<file path="src/dsf_pkg.sv">
package dsf_pkg;

  // Screen geometry and burst size
  localparam int MAX_ROWS = 16;
  localparam int COLUMNS  = 30;
  localparam int BURST    = 64;
  localparam int CELLS    = MAX_ROWS * COLUMNS;

  // Field widths
  localparam int OP_W   = 2;
  localparam int POS_W  = 9;
  localparam int CHAR_W = 8;
  localparam int ROWS_W = 5;
  localparam logic [ROWS_W-1:0] ROWS_RESET = ROWS_W'(13);

  // Burst bookkeeping
  localparam int CNT_W  = $clog2(BURST + 1);
  localparam int RIDX_W = (BURST > 1) ? $clog2(BURST) : 1;
  localparam int RES_W  = POS_W + CHAR_W;

  // Request queue between front and back
  localparam int QDEPTH = 4;
  localparam int QPTR_W = $clog2(QDEPTH);
  localparam int QCNT_W = $clog2(QDEPTH + 1);

  typedef enum logic [OP_W-1:0] {
    OP_WRITE   = 2'd0,
    OP_REFRESH = 2'd1,
    OP_MARK    = 2'd2
  } op_t;

  typedef enum logic [2:0] {
    ST_CLEAR,
    ST_IDLE,
    ST_MARK,
    ST_SCAN,
    ST_DRAIN
  } state_t;

  typedef struct packed {
    op_t               kind;
    logic [POS_W-1:0]  position;
    logic [CHAR_W-1:0] character;
  } cmd_t;

  typedef struct packed {
    logic pop;
    logic clearing;
  } back_ctl_t;

endpackage

</file>
<file path="src/dsf_front.sv">
module dsf_front (
  input  logic                        clk,
  input  logic                        rst,
  input  logic                        in_valid,
  output logic                        in_stall,
  input  logic [dsf_pkg::OP_W-1:0]    operation,
  input  logic [dsf_pkg::POS_W-1:0]   position,
  input  logic [dsf_pkg::CHAR_W-1:0]  character,
  output logic                        cmd_valid,
  output dsf_pkg::cmd_t               cmd,
  input  dsf_pkg::back_ctl_t          ctl
);

  dsf_pkg::cmd_t                 q [dsf_pkg::QDEPTH];
  logic [dsf_pkg::QPTR_W-1:0]    wr_ptr;
  logic [dsf_pkg::QPTR_W-1:0]    rd_ptr;
  logic [dsf_pkg::QCNT_W-1:0]    count;
  logic                          keep;
  logic                          push;
  logic                          pop;
  dsf_pkg::cmd_t                 new_cmd;

  // Drop unused codes and writes that fall off the screen
  always_comb begin
    keep = (operation == dsf_pkg::OP_REFRESH) || (operation == dsf_pkg::OP_MARK) ||
           ((operation == dsf_pkg::OP_WRITE) &&
            (position < dsf_pkg::POS_W'(dsf_pkg::CELLS)));
    new_cmd.kind      = dsf_pkg::op_t'(operation);
    new_cmd.position  = position;
    new_cmd.character = character;
  end

  assign in_stall  = (count == dsf_pkg::QCNT_W'(dsf_pkg::QDEPTH)) || ctl.clearing;
  assign push      = in_valid && !in_stall && keep;
  assign pop       = ctl.pop;
  assign cmd_valid = (count != '0);
  assign cmd       = q[rd_ptr];

  always_ff @(posedge clk) begin
    if (rst) begin
      wr_ptr <= '0;
      rd_ptr <= '0;
      count  <= '0;
    end else begin
      if (push) begin
        wr_ptr <= wr_ptr + 1'b1;
      end
      if (pop) begin
        rd_ptr <= rd_ptr + 1'b1;
      end
      if (push && !pop) begin
        count <= count + 1'b1;
      end else if (pop && !push) begin
        count <= count - 1'b1;
      end
    end
  end

  always_ff @(posedge clk) begin
    if (push) begin
      q[wr_ptr] <= new_cmd;
    end
  end

  a_count_bound: assert property (@(posedge clk) disable iff (rst)
    count <= dsf_pkg::QCNT_W'(dsf_pkg::QDEPTH))
    else $error("request queue overfilled");

  a_pop_nonempty: assert property (@(posedge clk) disable iff (rst)
    pop |-> count != '0)
    else $error("pop from empty request queue");

endmodule

</file>
<file path="config.mk">
export PLATFORM = sky130hd
export DESIGN_NAME = dsf_front
export DESIGN_NICKNAME = d
export VERILOG_FILES = /design/src/dsf_pkg.sv /design/src/dsf_front.sv
export SDC_FILE = /design/constraint.sdc
export NUM_CORES = 1
export LEC_CHECK = 0
export BUFFER_PORTS_ARGS = -buffer_cell sky130_fd_sc_hd__buf_2
export CAP_MARGIN = 20
export CORE_MARGIN = 4
export CORE_UTILIZATION = 40
export DETAILED_ROUTE_END_ITERATION = 10
export PLACE_DENSITY = 0.55
export SLEW_MARGIN = 20
export SYNTH_ARGS = -nofsm -noshare
export SYNTH_HDL_FRONTEND = slang
export SYNTH_SLANG_ARGS = --single-unit
export TNS_END_PERCENT = 10
</file>
<file path="constraint.sdc">
create_clock -name clk -period 3.1 [get_ports clk]
set_input_delay 0.62 -clock clk [delete_from_list [all_inputs] [get_ports clk]]
set_output_delay 0.62 -clock clk [all_outputs]
set_load 0.02 [all_outputs]
</file>
==> results.json <==
{
  "status": "complete, no violations",
  "power.total_mw": 2.40,
  "p_leak_nw": 1.32,
  "grt_start_max_net_pins": 20,
  "crit_chain": "buf_2 > inv_1 > ha_1 > a21oi_1 > nor3b_4 > ha_1 > inv_1 > fa_1 > xor2_1 > or3_1 > a21oi_1",
  "ys_ff_latch": 85,
  "cts_resized": 0,
  "pin_count": 45,
  "drc": 0,
  "coreArea_um2": 7810,
  "final_common_cell": "edfxtp_1",
  "cts_sinks": 85,
  "antenna_cells": 0,
  "seq_power_share": 0.542,
  "tightest_slew_ps": 552,
  "internal_power_mw": 1.85,
  "fillers": 682,
  "syn_avg_cell_area_um2": 21.3,
  "grt_pass1_vias": 1664,
  "skew_ps": 4.79,
  "min_period_ps": 2490,
  "worstPathArrival_ps": 2770,
  "drt_wl_total_mm": 5.41,
  "p_comb_frac": 0.113,
  "grt-ovfl-total": 0,
  "cts_hold_buf": 0,
  "slew_headroom": 0.632,
  "yosys_warnings": 0,
  "clkPwrFrac": 0.345,
  "start_util": 0.416,
  "path_delay_family": "adder cells",
  "syn_to_final_growth_pct": 16.9,
  "worst-setup-path-type": "input pin to flop",
  "start_kind": "input pin",
  "ir_worst_vdd_uv": 220,
  "totalNegativeSetupSlack_ps": 0,
  "die_h_um": 98.1,
  "path_max_fanout": 7,
  "fmax_ghz": 0.401,
  "required_ps": 3370,
  "p_sw_frac": 0.229,
  "rows": 32,
  "wire_per_inst_um": 17.4,
  "hold_path.class": "input pin to flop",
  "end_kind": "flop",
  "cts_buffers": 9,
  "ys_seq_area_frac": 0.759,
  "firstDrtPassIters": 4,
  "vias_per_cell": 4.87,
  "antenna_left": 0,
  "p_sw_uw": 548,
  "dieArea_um2": 9620,
  "rsz0062_at_grt": "no",
  "slew_viol_final": 0,
  "synth_fp_nets": 183,
  "powerDensity_nw_per_um2": 632,
  "drive_gt1_frac": 0.416,
  "synth_cells": 152,
  "root_buffer": "clkbuf_8",
  "die_width_um": 98.1,
  "drt-initial-drc-count": 53,
  "cpPeakStageDelay_ps": 370,
  "grt_pass1_wl_mm": 8.59,
  "gp_congestion": 0.713,
  "final_nets": 235,
  "grt_usage": 0.121,
  "cts_setup_buffers": 0,
  "drv_cap": 0,
  "cp.buffers_inverters": 3,
  "hold_violations": 0,
  "clk_latency_ps": 340,
  "setup_viol": 0,
  "cts_buffer_depth": 2,
  "dp_hpwl_mm": 3.40,
  "antenna_found_initial": 0,
  "numPortBuffers": 44,
  "cts_tree": "built",
  "cp_slowest_cell": "fa_1",
  "h-tree-depth": 3,
  "post-route-period-util": 0.805,
  "clkTransAtPathRegs_ps": 80,
  "layout_common_cells": "edfxtp_1 (76), buf_2 (44), mux4_2 (19), dfxtp_1 (9), clkbuf_8 (9)",
  "vias": 1515,
  "ys_types": 25,
  "synth_area_um2": 3240
}
## synth_stat cells (all sizes together)
cell / instances / area share
nand2: 1 / 0.0012
clkbuf: 2 / 0.0027
or3: 2 / 0.0042
a21oi: 2 / 0.0031
ha: 6 / 0.023
and2: 4 / 0.0093
a21o: 1 / 0.0023
inv: 6 / 0.0069
dfxtp: 9 / 0.056
xnor2: 1 / 0.0027
edfxtp: 76 / 0.70
o21ai: 1 / 0.0015
nor3b: 1 / 0.0058
mux4: 19 / 0.13
mux2i: 2 / 0.0062
nand2b: 2 / 0.0039
nand4: 1 / 0.0019
xor2: 3 / 0.0081
nor2: 8 / 0.0093
buf: 3 / 0.0062
mux2: 1 / 0.0046
fa: 1 / 0.0062
## layout make-up
class,instances,area [um2],area share
Clock inverter,7,90.1,0.0238
Tap cell,102,128,0.0337
Timing Repair Buffer,46,235,0.0620
Sequential cell,85,2460,0.649
Multi-Input combinational cell,56,731,0.193
Inverter,6,22.5,0.00594
Clock buffer,9,124,0.0327
## logic make-up after synthesis
family          count (synthesis)  share of synthesized area
flops                          85                      0.759
mux                            22                      0.143
simple gates                   19                     0.0355
buf+inv                        11                     0.0158
fa+ha+maj                       7                     0.0293
compound gates                  4                    0.00694
xor+xnor                        4                     0.0108
## flip-flops by register name, summed over array words and instances, names as in the netlist, named ones only
signal  flops
rd_ptr      2
wr_ptr      2
q          76
count       3
## power groups by stage
stage | combinational, mW | clock, mW | sequential [mW]
after floorplan | 0.190 | 0 | 1.32
after global placement | 0.269 | 0 | 1.32
after detailed placement | 0.278 | 0 | 1.33
after CTS | 0.279 | 0.846 | 1.30
after global routing | 0.298 | 0.896 | 1.30
final | 0.271 | 0.826 | 1.30
## path summary, 6_finish.rpt
check | start | endpoint | slack [ps] | depth (start not counted)
worst min-delay path | character[5] | q[2][5] | 490 | 1
worst max register to register | count[0] | count[2] | 670 | 9
worst min register to register | wr_ptr[1] | wr_ptr[1] | 530 | 2
worst max-delay path | operation[0] | count[2] | 610 | 11
## routing by layer
metal | vias to the layer above | global-route usage | wire length (um) | share of wire
met2 | 43 | 0.196 | 2760 | 0.51
li1 | 705 | - | - | -
met4 | 0 | 0.0447 | 32 | 0.0059
met5 | - | 0 | 0 | 0
met1 | 763 | 0.147 | 2290 | 0.42
met3 | 4 | 0.0464 | 326 | 0.060
## worst reg2reg max path, stage by stage, from the launching register on
cell and delay, ps:
dfxtp_1 420, nor2_1 80, a21o_1 220, nor3b_4 320, ha_1 250, inv_1 60, fa_1 370, xor2_1 180
or3_1 300, a21oi_1 160
## metrics by stage
step | worst slack (ps) | util | hold slack [ps] | cells | cell area [um2]
6_report | 606 | 0.486 | 486 | 311 | 3790
5_1_grt | 543 | 0.486 | 460 | 311 | 3790
4_1_cts | 601 | 0.486 | 472 | 311 | 3790
3_5_place_dp | 234 | 0.458 | 521 | 295 | 3580
3_3_place_gp | 355 | 0.458 | 479 | 295 | 3580
2_1_floorplan | 546 | - | 467 | 152 | 3240
(Power assumes the default switching activity.)
